--- src/hdl/ppmw_pkg.sv ---
// Shared types, constants and helpers for the ppm window ion chromatogram unit.
// Used by every module under hdl; depends on nothing.
package ppmw_pkg;

  // Sizing
  localparam int NUM_TARGETS = 4;
  localparam int NUM_BINS    = 128;

  // Field widths
  localparam int SCAN_W  = 24;
  localparam int MASS_W  = 32;
  localparam int INTEN_W = 32;
  localparam int TSEL_W  = 2;
  localparam int BSEL_W  = 8;
  localparam int ACC_W   = 48;
  localparam int HB_W    = 7;
  localparam int TOL_W   = 17;
  localparam int TCNT_W  = 3;
  localparam int DATA_W  = 32;
  localparam int PADDR_W = 5;

  // Scan to bin mapping
  localparam int SCAN_FIRST   = 120;
  localparam int SCAN_PER_BIN = 60;
  localparam int TOTAL_SELECT = 128;

  // ppm scaling: 1e6 for ppm times 100 for hundredths
  localparam longint PPM_SCALE = 100000000;
  localparam int     PPM_W     = 27;

  localparam int BIN_W     = (NUM_BINS > 1) ? $clog2(NUM_BINS) : 1;
  localparam int TIDX_W    = (NUM_TARGETS > 1) ? $clog2(NUM_TARGETS) : 1;
  localparam int ACT_W     = $clog2(NUM_TARGETS + 1);
  localparam int MEM_DEPTH = NUM_BINS * NUM_TARGETS;
  localparam int ADDR_W    = (MEM_DEPTH > 1) ? $clog2(MEM_DEPTH) : 1;

  // Scan offsets below SPAN land in a bin; divide by 60 through a reciprocal
  localparam int SPAN      = NUM_BINS * SCAN_PER_BIN;
  localparam int SPAN_W    = $clog2(SPAN);
  localparam int DIV_SHIFT = 24;
  localparam int DIV_RECIP = (2 ** DIV_SHIFT + SCAN_PER_BIN - 1) / SCAN_PER_BIN;
  localparam int RECIP_W   = $clog2(DIV_RECIP + 1);

  localparam int HB_MAX = (NUM_BINS - 1 < 127) ? NUM_BINS - 1 : 127;

  localparam int QUEUE_DEPTH = 2;
  localparam int QPTR_W      = 1;

  typedef enum logic {
    OP_ACC  = 1'b0,
    OP_READ = 1'b1
  } op_e;

  typedef enum logic [2:0] {
    CFG_TOL    = 3'd0,
    CFG_TCNT   = 3'd1,
    CFG_MASS_A = 3'd2,
    CFG_MASS_B = 3'd3,
    CFG_MASS_C = 3'd4,
    CFG_MASS_D = 3'd5
  } cfg_idx_e;

  typedef struct packed {
    logic               action;
    logic [SCAN_W-1:0]  scan_number;
    logic [MASS_W-1:0]  point_mass;
    logic [INTEN_W-1:0] point_intensity;
    logic [TSEL_W-1:0]  target_select;
    logic [BSEL_W-1:0]  bin_select;
  } in_item_t;

  typedef struct packed {
    logic [ACC_W-1:0] read_value;
    logic [HB_W-1:0]  highest_bin;
  } out_item_t;

  // Classified item handed from the front to the back
  typedef struct packed {
    op_e                op;
    logic [SCAN_W-1:0]  scan;
    logic [MASS_W-1:0]  mass;
    logic [INTEN_W-1:0] inten;
    logic [TSEL_W-1:0]  tsel;
    logic [BSEL_W-1:0]  bsel;
    logic [BIN_W-1:0]   bin;
    logic               bin_ok;
    logic [HB_W-1:0]    hb;
  } entry_t;

  typedef struct packed {
    logic [TOL_W-1:0]                   tol;
    logic [ACT_W-1:0]                   act;
    logic [NUM_TARGETS-1:0][MASS_W-1:0] mass;
  } cfg_t;

  function automatic logic [ACC_W-1:0] sat_add(input logic [ACC_W-1:0] acc,
                                               input logic [INTEN_W-1:0] v);
    logic [ACC_W:0] s;
    s = {1'b0, acc} + (ACC_W + 1)'(v);
    return s[ACC_W] ? {ACC_W{1'b1}} : s[ACC_W-1:0];
  endfunction

endpackage

--- src/hdl/ppmw_queue.sv ---
// Short FIFO of classified items between the front and the back.
// Depends on ppmw_pkg.
module ppmw_queue (
  input  logic             clk_i,
  input  logic             rst_ni,
  input  logic             push_i,
  input  ppmw_pkg::entry_t entry_i,
  input  logic             pop_i,
  output logic             full_o,
  output logic             valid_o,
  output ppmw_pkg::entry_t head_o
);

  ppmw_pkg::entry_t              mem_q [ppmw_pkg::QUEUE_DEPTH];
  logic [ppmw_pkg::QPTR_W-1:0]   wr_ptr_q;
  logic [ppmw_pkg::QPTR_W-1:0]   rd_ptr_q;
  logic [ppmw_pkg::QPTR_W:0]     count_q;

  always_comb begin
    full_o  = count_q == (ppmw_pkg::QPTR_W + 1)'(ppmw_pkg::QUEUE_DEPTH);
    valid_o = count_q != '0;
    head_o  = mem_q[rd_ptr_q];
  end

  always_ff @(posedge clk_i) begin
    if (push_i) begin
      mem_q[wr_ptr_q] <= entry_i;
    end
  end

  always_ff @(posedge clk_i or negedge rst_ni) begin
    if (!rst_ni) begin
      wr_ptr_q <= '0;
      rd_ptr_q <= '0;
      count_q  <= '0;
    end else begin
      if (push_i) begin
        wr_ptr_q <= wr_ptr_q + 1'b1;
      end
      if (pop_i) begin
        rd_ptr_q <= rd_ptr_q + 1'b1;
      end
      if (push_i && !pop_i) begin
        count_q <= count_q + 1'b1;
      end else if (pop_i && !push_i) begin
        count_q <= count_q - 1'b1;
      end
    end
  end

endmodule

--- config.mk ---
export PLATFORM = sky130hd
export DESIGN_NAME = ppmw_queue
export DESIGN_NICKNAME = d
export VERILOG_FILES = /design/src/hdl/ppmw_pkg.sv /design/src/hdl/ppmw_queue.sv
export SDC_FILE = /design/constraint.sdc
export NUM_CORES = 1
export LEC_CHECK = 0
export BUFFER_PORTS_ARGS = -buffer_cell sky130_fd_sc_hd__buf_2
export CAP_MARGIN = 15
export CORE_MARGIN = 1
export CORE_UTILIZATION = 56
export CTS_CLUSTER_DIAMETER = 60
export DETAILED_ROUTE_END_ITERATION = 6
export PLACE_DENSITY_LB_ADDON = 0.3
export SYNTH_ARGS = -nofsm -noshare
export SYNTH_HDL_FRONTEND = slang
export SYNTH_SLANG_ARGS = --single-unit
--- constraint.sdc ---
create_clock -name clk_i -period 15.9 [get_ports clk_i]
set_input_delay 3.18 -clock clk_i [delete_from_list [all_inputs] [get_ports clk_i]]
set_output_delay 3.18 -clock clk_i [all_outputs]
set_load 0.05 [all_outputs]
==> run summary <==
The congestion estimate from routability-driven global placement came to 0.7035. The root buffer cell chosen for the clock tree is sky130_fd_sc_hd__clkbuf_16. Leading cell type in the layout, fill and taps excluded: sky130_fd_sc_hd__buf_2.

Counting distinct cell types in the post-synthesis netlist gives 14. The mux cell area share after synthesis is 17.08%. The critical path in this run is classified as reg2out. The floorplan has 44 rows. The tools report the clock sink total as 232. The clock period minus final worst setup slack was 6.200 ns. For the pin with the worst max-slew slack, the measured transition is 0.9775 ns. For the final net count, the log shows 740.

The logs give 0 for the number of setup violations in the final report and 0 for the max-slew violation count. The multi-input combinational cells in the finished layout cover a total of 1567 um2. The die outline height is 126.0 um, and the post-cts hold buffer count is 0.

The startpoint identified for the worst register-to-register timing path is wr_ptr_q. Of all nets on the critical path, the largest fanout is 62. Data arrives at the worst endpoint at 3.02 ns. On the critical path the largest part of the delay comes from buffers and inverters. For this configuration, the core starts out at a cell density of 58.40%. For the number of post-CTS setup repair buffers, the log shows 0. The total of fill cells in the finished design is 886. Together, buffers and inverters on the worst path number 2. The number of warnings issued by yosys came out at 0.

For the die footprint, the log shows 15880 um2. The number of global-route vias before repair is 4505, and the number of instances in the synthesized netlist is 371. Across the run, the number of max-cap violations was 0. The clock group share of total power is 22.0%. In this run the power spent charging and discharging nets is 902.5 uW. Sequential cells were found to cover 80.63% of the synthesized design area.

Setup total negative slack on the finished layout was measured at 0 ns. Dividing total power by cell area gives a power density of 214.2 nW/um2. The category of the worst setup path launch point was a register.

The clock passes through at most 3 buffers. The logs give 0 for the number of resized instances in the post-cts repair step and 234 for the number of top-level pins. The largest individual stage delay along the critical path comes from the cell sky130_fd_sc_hd__dfrtp_4.

For the number of nets with antenna violations after routing, the log shows 0. The clock-pin slew on the worst setup and hold paths is 0.05 ns. In this run the tightest slew margin relative to its limit is 34.83%. The per-cell via count in the routed design is 5.167, and the worst hold slack is 0.5002 ns. After detailed routing, the number of remaining DRC violations is 0.

The number of nets produced by synthesis is 490, and the number of buffer cells added on primary ports is 233. Entering global routing, the biggest net connects 74 pins. In this run the cell area of the synthesized design comes to 8616 um2.

After detailed routing, the average wire length per cell comes to 18.33 um. Setup repair after global routing left no endpoint under its margin. In the final layout, flip-flops and latches occupy 6950 um2.

Setup slack on the worst reg-to-reg path comes out at 13.59 ns. Of the cells placed in the final design, the portion with a size suffix greater than 1 is 59.87%. Relative to the synthesized area, the layout overhead comes to 23.79%.

In this run the number of cells on the critical path is 3. For the endpoint required time on the critical path, the log shows 12.72 ns. For this block, the routed nets add up to 15.11 mm of wire. The synthesized area per cell came out at 23.22 um2. For the placed wire-length estimate, the log shows 9.854 mm. For the clock buffer count from CTS, the log shows 24. For the number of iterations in the first detailed-routing pass, the log shows 4. The sum of overflow across all layers after global routing is 0. Timing would allow up to 0.1613 GHz.

The largest stage delay on the critical path works out to 0.98 ns. Counting flops and latches in the post-synthesis netlist gives 232. The kind of path behind the tightest hold check is reg2reg.

Summing the areas of all fa, ha and maj instances in the mapped netlist gives 0.1452% of the synthesized area. The latest clock arrival within the worst-skew pair is 0.50 ns, and the instance count along the most critical hold path is 1. The initial antenna violation count came out at 2. For the total leakage power, the log shows 0.004178 uW. In this run the most critical hold path is launched from count_q[1]. The dominant combinational cell family by area after synthesis was multiplexers.

Global routing consumed, over all layers together, 18.76% of the routing resources. The core region is 14750 um2. The setup skew after layout is 0.008352 ns, and the initial DRC count is 231.

The first-pass GRT wire length is 22.81 mm. The top cell types in the final layout, fill and taps aside, are sky130_fd_sc_hd__buf_2 (233), sky130_fd_sc_hd__edfxtp_1 (228), sky130_fd_sc_hd__mux2_2 (64), sky130_fd_sc_hd__mux2_4 (50), sky130_fd_sc_hd__clkbuf_16 (25). The tools report the critical path startpoint as rd_ptr_q. The simple-gate share of the synthesized area was 0.3340%. STA classifies the critical path endpoint as a primary output. TritonCTS built the clock tree.

Walking the worst path, the cells encountered are buf_4 -> mux2_2 -> buf_2. The maximum level of the CTS H-tree was 1; the post-route clock period utilization was 39.00%. The run finished with clean final reports. The share of total power dissipated in sequential elements is 38.3%. The overall via count from detail_route was 4258. The internal portion of the total power is 1382 uW.

The die outline width came out at 126.0 um. The depth of the worst register-to-register path was 2. Summing the areas of all xor and xnor instances in the mapped netlist gives 0.5083% of the synthesized area. The synthesized netlist devotes 0% of its cell area to compound gates. The number of hold violations in the final report came out at 0.

Net switching fraction of the power: 39.51%. The worst-case IR drop observed on VDD is 143.6 uV. The combinational cell fraction of total power is 39.7%.
-- power by group through the flow --
stage	clock network (uW)	registers, uW	logic (uW)
floorplan	0	862	780
global placement	0	881	901
detailed placement	0	890	911
CTS	511	878	914
global route	534	888	942
finish	502	875	907
-- stage by stage --
step                      power [uW]  utilization (%)  setup WS, ns  cells  cell area, um2
final                           2284            72.29         9.700    824           10670
after global routing            2363            72.27         9.549    823           10660
after CTS                       2303            72.25         9.628    822           10660
after detailed placement        1801            67.42         10.16    779            9947
after global placement          1782            67.42         10.23    779            9947
after floorplan                 1642                -         7.168    371            8616
-- state kept, by name, indices dropped and copies added (netlist names) --
name / count
wr_ptr_q: 1
mem_q: 228
rd_ptr_q: 1
count_q: 2
-- cell type report --
type / instances / area share, %
diodes: 2 / 0.04693
clock buffers: 40 / 6.581
clock inverters: 3 / 0.1056
inverters: 1 / 0.03519
multi-input cells: 125 / 14.69
flip-flops and latches: 232 / 65.17
well taps: 184 / 2.159
repair buffers: 237 / 11.22
-- synthesized netlist by cell type, drive strengths merged --
master	count	area share [%]
and2	1	0.073
buf	13	1.3
inv	1	0.044
edfxtp	228	79
xnor2	1	0.10
dfrtp	4	1.2
ha	1	0.15
or2	1	0.073
xor2	4	0.41
nor2	1	0.044
mux2	114	17
nor2b	2	0.15
-- path summary, 6_finish.rpt --
check	end
worst max-delay path	head_o[11]
worst min-delay path	count_q[1]
worst max register to register	mem_q[1][91]
worst min register to register	count_q[1]
max in group asynchronous	rd_ptr_q
min in group asynchronous	rd_ptr_q
-- kinds of logic (layout without fill, tap and decap cells) --
| group | count (synthesis) | in the layout |
|---|---|---|
| buffers and inverters | 14 | 281 |
| other | 0 | 2 |
| muxes | 114 | 114 |
| xor gates and xnor gates | 5 | 5 |
| adders and majority gates | 1 | 1 |
| DFF | 232 | 232 |
| and+or+nand+nor | 5 | 5 |
-- routing by layer --
layer  part of all wire [%]  global-route usage [%]  up-vias
met5                      0                       0        -
met3                    9.4                   7.052       29
met1                     39                   22.06     2055
li1                       -                       -     1990
met2                     49                   31.98      184
met4                    2.4                   6.024        0
-- worst reg2reg max path, delay by kind of cell (launching register included) --
kind	cells	cell delay, ns
buf+inv	1	0.85
simple gates	1	0.57
flops	1	0.43
No activity file was read; power rests on OpenSTA's default activity.
