**config.mk**
```make
export PLATFORM = sky130hd
export DESIGN_NAME = ppmw_front
export DESIGN_NICKNAME = d
export VERILOG_FILES = /design/src/hdl/ppmw_pkg.sv /design/src/hdl/ppmw_front.sv
export SDC_FILE = /design/constraint.sdc
export NUM_CORES = 1
export LEC_CHECK = 0
export BUFFER_PORTS_ARGS = -buffer_cell sky130_fd_sc_hd__buf_2
export CORE_MARGIN = 1
export CORE_UTILIZATION = 45
export DETAILED_ROUTE_END_ITERATION = 12
export GPL_ROUTABILITY_DRIVEN = 0
export PLACE_DENSITY = 0.86
export SYNTH_ARGS = -nofsm -noshare
export SYNTH_HDL_FRONTEND = slang
export SYNTH_SLANG_ARGS = --single-unit
export TNS_END_PERCENT = 20
```
**constraint.sdc**
```tcl
create_clock -name vclk -period 7.4
set_input_delay 1.11 -clock vclk [all_inputs]
set_output_delay 1.11 -clock vclk [all_outputs]
set_load 0.02 [all_outputs]
```
**src/hdl/ppmw_pkg.sv**
```systemverilog
// Shared types, constants and helpers for the ppm window ion chromatogram unit.
// Used by every module under hdl; depends on nothing.
package ppmw_pkg;

  // Sizing
  localparam int NUM_TARGETS = 4;
  localparam int NUM_BINS    = 128;

  // Field widths
  localparam int SCAN_W  = 24;
  localparam int MASS_W  = 32;
  localparam int INTEN_W = 32;
  localparam int TSEL_W  = 2;
  localparam int BSEL_W  = 8;
  localparam int ACC_W   = 48;
  localparam int HB_W    = 7;
  localparam int TOL_W   = 17;
  localparam int TCNT_W  = 3;
  localparam int DATA_W  = 32;
  localparam int PADDR_W = 5;

  // Scan to bin mapping
  localparam int SCAN_FIRST   = 120;
  localparam int SCAN_PER_BIN = 60;
  localparam int TOTAL_SELECT = 128;

  // ppm scaling: 1e6 for ppm times 100 for hundredths
  localparam longint PPM_SCALE = 100000000;
  localparam int     PPM_W     = 27;

  localparam int BIN_W     = (NUM_BINS > 1) ? $clog2(NUM_BINS) : 1;
  localparam int TIDX_W    = (NUM_TARGETS > 1) ? $clog2(NUM_TARGETS) : 1;
  localparam int ACT_W     = $clog2(NUM_TARGETS + 1);
  localparam int MEM_DEPTH = NUM_BINS * NUM_TARGETS;
  localparam int ADDR_W    = (MEM_DEPTH > 1) ? $clog2(MEM_DEPTH) : 1;

  // Scan offsets below SPAN land in a bin; divide by 60 through a reciprocal
  localparam int SPAN      = NUM_BINS * SCAN_PER_BIN;
  localparam int SPAN_W    = $clog2(SPAN);
  localparam int DIV_SHIFT = 24;
  localparam int DIV_RECIP = (2 ** DIV_SHIFT + SCAN_PER_BIN - 1) / SCAN_PER_BIN;
  localparam int RECIP_W   = $clog2(DIV_RECIP + 1);

  localparam int HB_MAX = (NUM_BINS - 1 < 127) ? NUM_BINS - 1 : 127;

  localparam int QUEUE_DEPTH = 2;
  localparam int QPTR_W      = 1;

  typedef enum logic {
    OP_ACC  = 1'b0,
    OP_READ = 1'b1
  } op_e;

  typedef enum logic [2:0] {
    CFG_TOL    = 3'd0,
    CFG_TCNT   = 3'd1,
    CFG_MASS_A = 3'd2,
    CFG_MASS_B = 3'd3,
    CFG_MASS_C = 3'd4,
    CFG_MASS_D = 3'd5
  } cfg_idx_e;

  typedef struct packed {
    logic               action;
    logic [SCAN_W-1:0]  scan_number;
    logic [MASS_W-1:0]  point_mass;
    logic [INTEN_W-1:0] point_intensity;
    logic [TSEL_W-1:0]  target_select;
    logic [BSEL_W-1:0]  bin_select;
  } in_item_t;

  typedef struct packed {
    logic [ACC_W-1:0] read_value;
    logic [HB_W-1:0]  highest_bin;
  } out_item_t;

  // Classified item handed from the front to the back
  typedef struct packed {
    op_e                op;
    logic [SCAN_W-1:0]  scan;
    logic [MASS_W-1:0]  mass;
    logic [INTEN_W-1:0] inten;
    logic [TSEL_W-1:0]  tsel;
    logic [BSEL_W-1:0]  bsel;
    logic [BIN_W-1:0]   bin;
    logic               bin_ok;
    logic [HB_W-1:0]    hb;
  } entry_t;

  typedef struct packed {
    logic [TOL_W-1:0]                   tol;
    logic [ACT_W-1:0]                   act;
    logic [NUM_TARGETS-1:0][MASS_W-1:0] mass;
  } cfg_t;

  function automatic logic [ACC_W-1:0] sat_add(input logic [ACC_W-1:0] acc,
                                               input logic [INTEN_W-1:0] v);
    logic [ACC_W:0] s;
    s = {1'b0, acc} + (ACC_W + 1)'(v);
    return s[ACC_W] ? {ACC_W{1'b1}} : s[ACC_W-1:0];
  endfunction

endpackage

```
**src/hdl/ppmw_front.sv**
```systemverilog
// Front end: accepts input items, drops skipped points, computes the time bin.
// Depends on ppmw_pkg; feeds ppmw_queue.
module ppmw_front (
  input  logic               in_valid_i,
  input  ppmw_pkg::in_item_t in_item_i,
  input  logic               q_full_i,
  input  logic               clearing_i,
  output logic               in_stall_o,
  output logic               push_o,
  output ppmw_pkg::entry_t   entry_o
);

  logic                                           scan_ok;
  logic                                           skip;
  logic [ppmw_pkg::SCAN_W-1:0]                    x;
  logic                                           bin_ok;
  logic [ppmw_pkg::SPAN_W+ppmw_pkg::RECIP_W-1:0]  prod;
  logic [ppmw_pkg::BIN_W-1:0]                     bin;

  always_comb begin
    in_stall_o = clearing_i | q_full_i;
    scan_ok    = in_item_i.scan_number >= ppmw_pkg::SCAN_W'(ppmw_pkg::SCAN_FIRST);
    skip       = (in_item_i.action == ppmw_pkg::OP_ACC) &&
                 (!scan_ok || (in_item_i.point_intensity == '0));
    x          = in_item_i.scan_number - ppmw_pkg::SCAN_W'(ppmw_pkg::SCAN_FIRST);
    bin_ok     = x < ppmw_pkg::SCAN_W'(ppmw_pkg::SPAN);
    // exact for every offset below the span
    prod       = x[ppmw_pkg::SPAN_W-1:0] *
                 ppmw_pkg::RECIP_W'(ppmw_pkg::DIV_RECIP);
    bin        = prod[ppmw_pkg::DIV_SHIFT +: ppmw_pkg::BIN_W];

    entry_o.op     = ppmw_pkg::op_e'(in_item_i.action);
    entry_o.scan   = in_item_i.scan_number;
    entry_o.mass   = in_item_i.point_mass;
    entry_o.inten  = in_item_i.point_intensity;
    entry_o.tsel   = in_item_i.target_select;
    entry_o.bsel   = in_item_i.bin_select;
    entry_o.bin    = bin;
    entry_o.bin_ok = bin_ok;
    if (!bin_ok || (32'(bin) > ppmw_pkg::HB_MAX)) begin
      entry_o.hb = ppmw_pkg::HB_W'(ppmw_pkg::HB_MAX);
    end else begin
      entry_o.hb = ppmw_pkg::HB_W'(bin);
    end

    push_o = in_valid_i & ~in_stall_o & ~skip;
  end

endmodule

```
==> results_dict.tcl, run 1 <==
set metrics [dict create \
    utilization_pct 47.5 \
    status "finished clean" \
    crit_buf_inv 4 \
    die_area_sq_um 7860 \
    cp_top_family "adder cells" \
    final_common_cell "buf_2" \
    route.detailed.drc 0 \
    cts_hold_buffers 0 \
    antenna_found_initial 1 \
    crit_fanout 5 \
    io_pins 218 \
    slowest_stage "fa_1" \
    p_leak_nw 1.82 \
    cts_resized 0 \
    grt-ovfl-total 0 \
    slew_violations 0 \
    postSynthNetCount 615 \
    seq_area_frac_synth_pct 0 \
    drt_first_pass_iters 4 \
    vdd_drop_max_mv 0.169 \
    final_hold_viol_count 0 \
    min_period_over_period_pct 94.1 \
    routed_wl_mm 9.23 \
    yosys.area.top_type "ha_1" \
    tightest_slew_ns 0.603 \
    ys_warn_count 0 \
    syn_inst 420 \
    end_kind "output pin" \
    initial_core_util_pct 46.6 \
    area_growth_pct 1.96 \
    slowest_delay_ns 0.44 \
    worstPathCellList "buf_2, ha_1, a311o_1, nor3_1, xor2_1, ha_1, inv_1, fa_1, fa_1, inv_1, fa_1, ha_1, o211ai_1, a211oi_1, a21boi_0, o211ai_1, mux2i_1, nand2b_1, buf_2" \
    worstPathRequired_ns 6.29 \
    drive_gt1_share_pct 31.4 \
    cap_violations 0 \
    setup_violations 0 \
    hold_path.class "in2out" \
    grtUsageTotal_pct 23.2 \
    routed.top_layer "met4" \
    avgSynthCellArea_sq_um 8.05 \
    slew_headroom_pct 59.8 \
    vias 3118 \
    path_class "in2out" \
    rows 31 \
    avgViaCountPerCell 5.62 \
    hold_ws_ns 2.22 \
    max_freq_mhz 144 \
    die_x_microns 88.7 \
    final_cell_mix "buf_2 (134), ha_1 (75), inv_1 (41), fa_1 (18), nand2_1 (17)" \
    wl_met2_mm 4.92 \
    grt_max_degree 10 \
    register_area_sq_um 0 \
    wl_met1_mm 3.55 \
    synth_top_area_share_pct 27.8 \
    fin_crit_ns 6.97 \
    critical_path_arrival_ns 5.86 \
    nClkBuffers 0 \
    post_cts_buffers 0 \
    portBuffers 134 \
    netlist_top_cells_area "ha_1 (28%), buf_4 (22%), fa_1 (11%)" \
    fin_setup_tns_ns 0 \
    grt_pass1_vias 2993 \
    core-area_sq_um 7250 \
    first_iter_violations 111 \
    grt_pass1_wl_mm 14.3 \
    die_h_microns 88.7 \
    routedWlPerCell_microns 16.6 \
    crit_path_start_kind "input port" \
    synth_cell_types 48 \
    seq_cells 0 \
    met3RoutedLength_microns 583 \
    postRouteAntennaNets 0 \
    nets 652 \
    rsz0062_at_grt "no" \
    power_density_nw_per_um2 207 \
    synth_area_sq_um 3380 \
    hpwl_mm 8.29 \
]
==> area by class of cell <==
class	count	area (sq um)
multi-input combinational	277	2470
antenna	1	2.50
timing repair buffer	137	693
fill	691	3810
inverter	41	154
tap	99	124
==> logic make-up (layout without fill, tap and decap cells) <==
| group | Yosys count | count (layout) | synth area share [%] |
|---|---|---|---|
| XOR/XNOR | 13 | 13 | 3.37 |
| adder cells (fa/ha/maj) | 93 | 93 | 38.4 |
| multiplexers | 2 | 2 | 0.592 |
| AO/OA/AOI/OAI | 70 | 70 | 14.3 |
| buffers and inverters | 143 | 178 | 27.0 |
| AND/OR/NAND/NOR | 99 | 99 | 16.3 |
| other | 0 | 1 | 0 |
==> per-stage QoR <==
| stage | total power (W) | cells | setup slack (ns) | instance area (sq um) |
|---|---|---|---|---|
| final | 0.000712 | 555 | 0.435 | 3450 |
| after global routing | 0.000813 | 555 | 0.0643 | 3450 |
| after CTS | 0.000704 | 554 | 0.422 | 3440 |
| after detailed placement | 0.000701 | 554 | 0.440 | 3440 |
| after global placement | 0.000668 | 554 | 0.555 | 3440 |
| after floorplan | 0.000558 | 420 | 0.720 | 3380 |
==> where the power goes <==
group          switching [W]  leakage [nW]     internal [W]
sequential                 0             0                0
clock                      0    0.00000634  0.0000000000182
combinational       0.000433          1.82         0.000280
total               0.000433          1.82         0.000280
==> cell usage after synthesis, types with 2 or more instances <==
| cell type | count |
|---|---|
| and3_1 | 3 |
| buf_4 | 100 |
| nor4_1 | 12 |
| nand2b_1 | 7 |
| nand2_1 | 17 |
| o21ai_0 | 14 |
| clkbuf_1 | 2 |
| a21o_1 | 2 |
| xor2_1 | 8 |
| nor2_1 | 15 |
| fa_1 | 18 |
| mux2i_1 | 2 |
| o31ai_1 | 4 |
| o211ai_1 | 9 |
| nor3_1 | 11 |
| nand3_1 | 11 |
| a41oi_1 | 2 |
| xnor2_1 | 5 |
| a21oi_1 | 16 |
| nand4_1 | 8 |
| and4_1 | 4 |
| a31oi_1 | 3 |
| a21boi_0 | 2 |
| nor3b_1 | 2 |
| inv_1 | 41 |
| a211oi_1 | 6 |
| ha_1 | 75 |
==> final timing paths <==
kind / start / end / slack (ns) / cells after the start
max: in_item_i[77] / entry_o[5] / 0.43 / 19
min: in_item_i[6] / entry_o[21] / 2.22 / 0
==> layer usage <==
| metal | up-vias | track usage [%] |
|---|---|---|
| li1 | 1476 | - |
| met1 | 1473 | 26.9 |
| met2 | 151 | 44.6 |
| met3 | 18 | 1.87 |
| met4 | 0 | 7.48 |
| met5 | - | 0 |
No activity file was read; power rests on OpenSTA's default activity.
==> run 2, diff against run 1 <==
--- a/config.mk
+++ b/config.mk
@@ -5,12 +5,12 @@
 export SDC_FILE = /design/constraint.sdc
 export NUM_CORES = 1
 export LEC_CHECK = 0
-export BUFFER_PORTS_ARGS = -buffer_cell sky130_fd_sc_hd__buf_2
 export CORE_MARGIN = 1
-export CORE_UTILIZATION = 45
+export CORE_UTILIZATION = 35
 export DETAILED_ROUTE_END_ITERATION = 12
+export DONT_BUFFER_PORTS = 1
 export GPL_ROUTABILITY_DRIVEN = 0
-export PLACE_DENSITY = 0.86
+export PLACE_DENSITY = 0.51
 export SYNTH_ARGS = -nofsm -noshare
 export SYNTH_HDL_FRONTEND = slang
 export SYNTH_SLANG_ARGS = --single-unit
==> results_dict.tcl, run 2 (synthesis gave the netlist of run 1 again) <==
set metrics [dict create \
    cts_resized 0 \
    nClkBuffers 0 \
    register_area_sq_um 0 \
    critical_path_arrival_ns 5.80 \
    final_cell_mix "ha_1 (75), inv_1 (41), fa_1 (18), nand2_1 (17), a21oi_1 (16)" \
    die_area_sq_um 10100 \
    slowest_delay_ns 0.54 \
    end_kind "output pin" \
    nets 520 \
    nFillCells 1023 \
    drive_gt1_share_pct 3.10 \
    postPlaceCellArea_sq_um 2820 \
    setup_violations 0 \
    postRouteAntennaNets 0 \
    cp_top_family "adder cells" \
    route.detailed.drc 0 \
    min_period_over_period_pct 93.4 \
    finalInstanceArea_sq_um 2820 \
    area_growth_pct -16.5 \
    routedWlPerCell_microns 19.0 \
    hpwl_mm 7.51 \
    crit_path_start_kind "input port" \
    cap_violations 0 \
    rows 35 \
    path_common_cell "ha_1" \
    grt_max_degree 10 \
    grt-ovfl-total 0 \
    power_density_nw_per_um2 229 \
    worstPathCellList "ha_1, a311o_1, nor3_1, xor2_1, ha_1, inv_1, fa_1, fa_1, inv_1, ha_1, ha_1, a21oi_1, o21ai_0, a211oi_1, o21ai_0, xnor2_1, nand2b_1" \
    routed_wl_mm 8.58 \
    die_h_microns 100 \
    final_hold_viol_count 0 \
    cts_hold_buffers 0 \
    post_cts_buffers 0 \
    grt_pass1_vias 2567 \
    grtUsageTotal_pct 16.4 \
    diodes 0 \
    slew_headroom_pct 44.5 \
    rsz0062_at_grt "no" \
    critPathLaunch "in_item_i[77]" \
    hold_path_end "entry_o[16]" \
    initial_core_util_pct 36.4 \
    core-area_sq_um 9280 \
    die_x_microns 100 \
    io_pins 218 \
    crit_fanout 9 \
    path_class "in2out" \
    hold_path_depth 0 \
    vdd_drop_max_mv 0.132 \
    crit_buf_inv 2 \
    tightest_slew_ns 0.832 \
    fin_setup_tns_ns 0 \
    fin_crit_ns 6.91 \
    vias 2538 \
    first_iter_violations 64 \
    p_leak_nw 1.31 \
    portBuffers 0 \
    antenna_found_initial 0 \
    final_common_cell "ha_1" \
    hold_path.class "in2out" \
    worstPathRequired_ns 6.29 \
    drt_first_pass_iters 4 \
    slowest_stage "fa_1" \
    max_freq_mhz 145 \
    avgViaCountPerCell 5.62 \
    status "finished clean" \
    worst_hold_startpoint "in_item_i[1]" \
    seq_cells 0 \
    slew_violations 0 \
    multiInputGateArea_sq_um 2470 \
    grt_pass1_wl_mm 13.1 \
]
[run 2: worst max-delay path by stage]
stage	to	slack, ns	cells after the start
floorplan	entry_o[5]	0.72	17
global placement	entry_o[0]	0.54	18
detailed placement	entry_o[0]	0.51	17
CTS	entry_o[0]	0.49	17
global route	entry_o[0]	0.1	17
finish	entry_o[0]	0.49	17
[run 2: report_power, final]
group          internal [W]  switching [W]  total [W]  leakage, nW
Combinational      0.000260       0.000387   0.000647         1.31
Clock                     0              0          0            0
Sequential                0              0          0            0
[run 2: final cells by class]
| type | instances | share of cell area [%] |
|---|---|---|
| Tap cell | 129 | 5.72 |
| Multi-Input combinational cell | 277 | 87.5 |
| Inverter | 41 | 5.46 |
| Timing Repair Buffer | 5 | 1.33 |
[run 2: through the flow]
step / cells / utilization [%] / power (W) / hold WS (ns) / setup slack (ns)
detailed placement: 452 / 30.4 / 0.000643 / 2.22 / 0.506
global route: 452 / 30.4 / 0.000738 / 2.22 / 0.0969
floorplan: 420 / - / 0.000558 / 2.33 / 0.720
CTS: 452 / 30.4 / 0.000649 / 2.22 / 0.486
finish: 452 / 30.4 / 0.000647 / 2.22 / 0.485
global placement: 452 / 30.4 / 0.000645 / 2.22 / 0.538
[run 2: layer usage]
metal | vias up | track usage [%] | share of wire [%]
li1 | 1209 | - | -
met2 | 130 | 30.7 | 51
met4 | 0 | 4.12 | 1.8
met3 | 28 | 3.34 | 7.9
met5 | - | 0 | 0
met1 | 1171 | 18.9 | 40
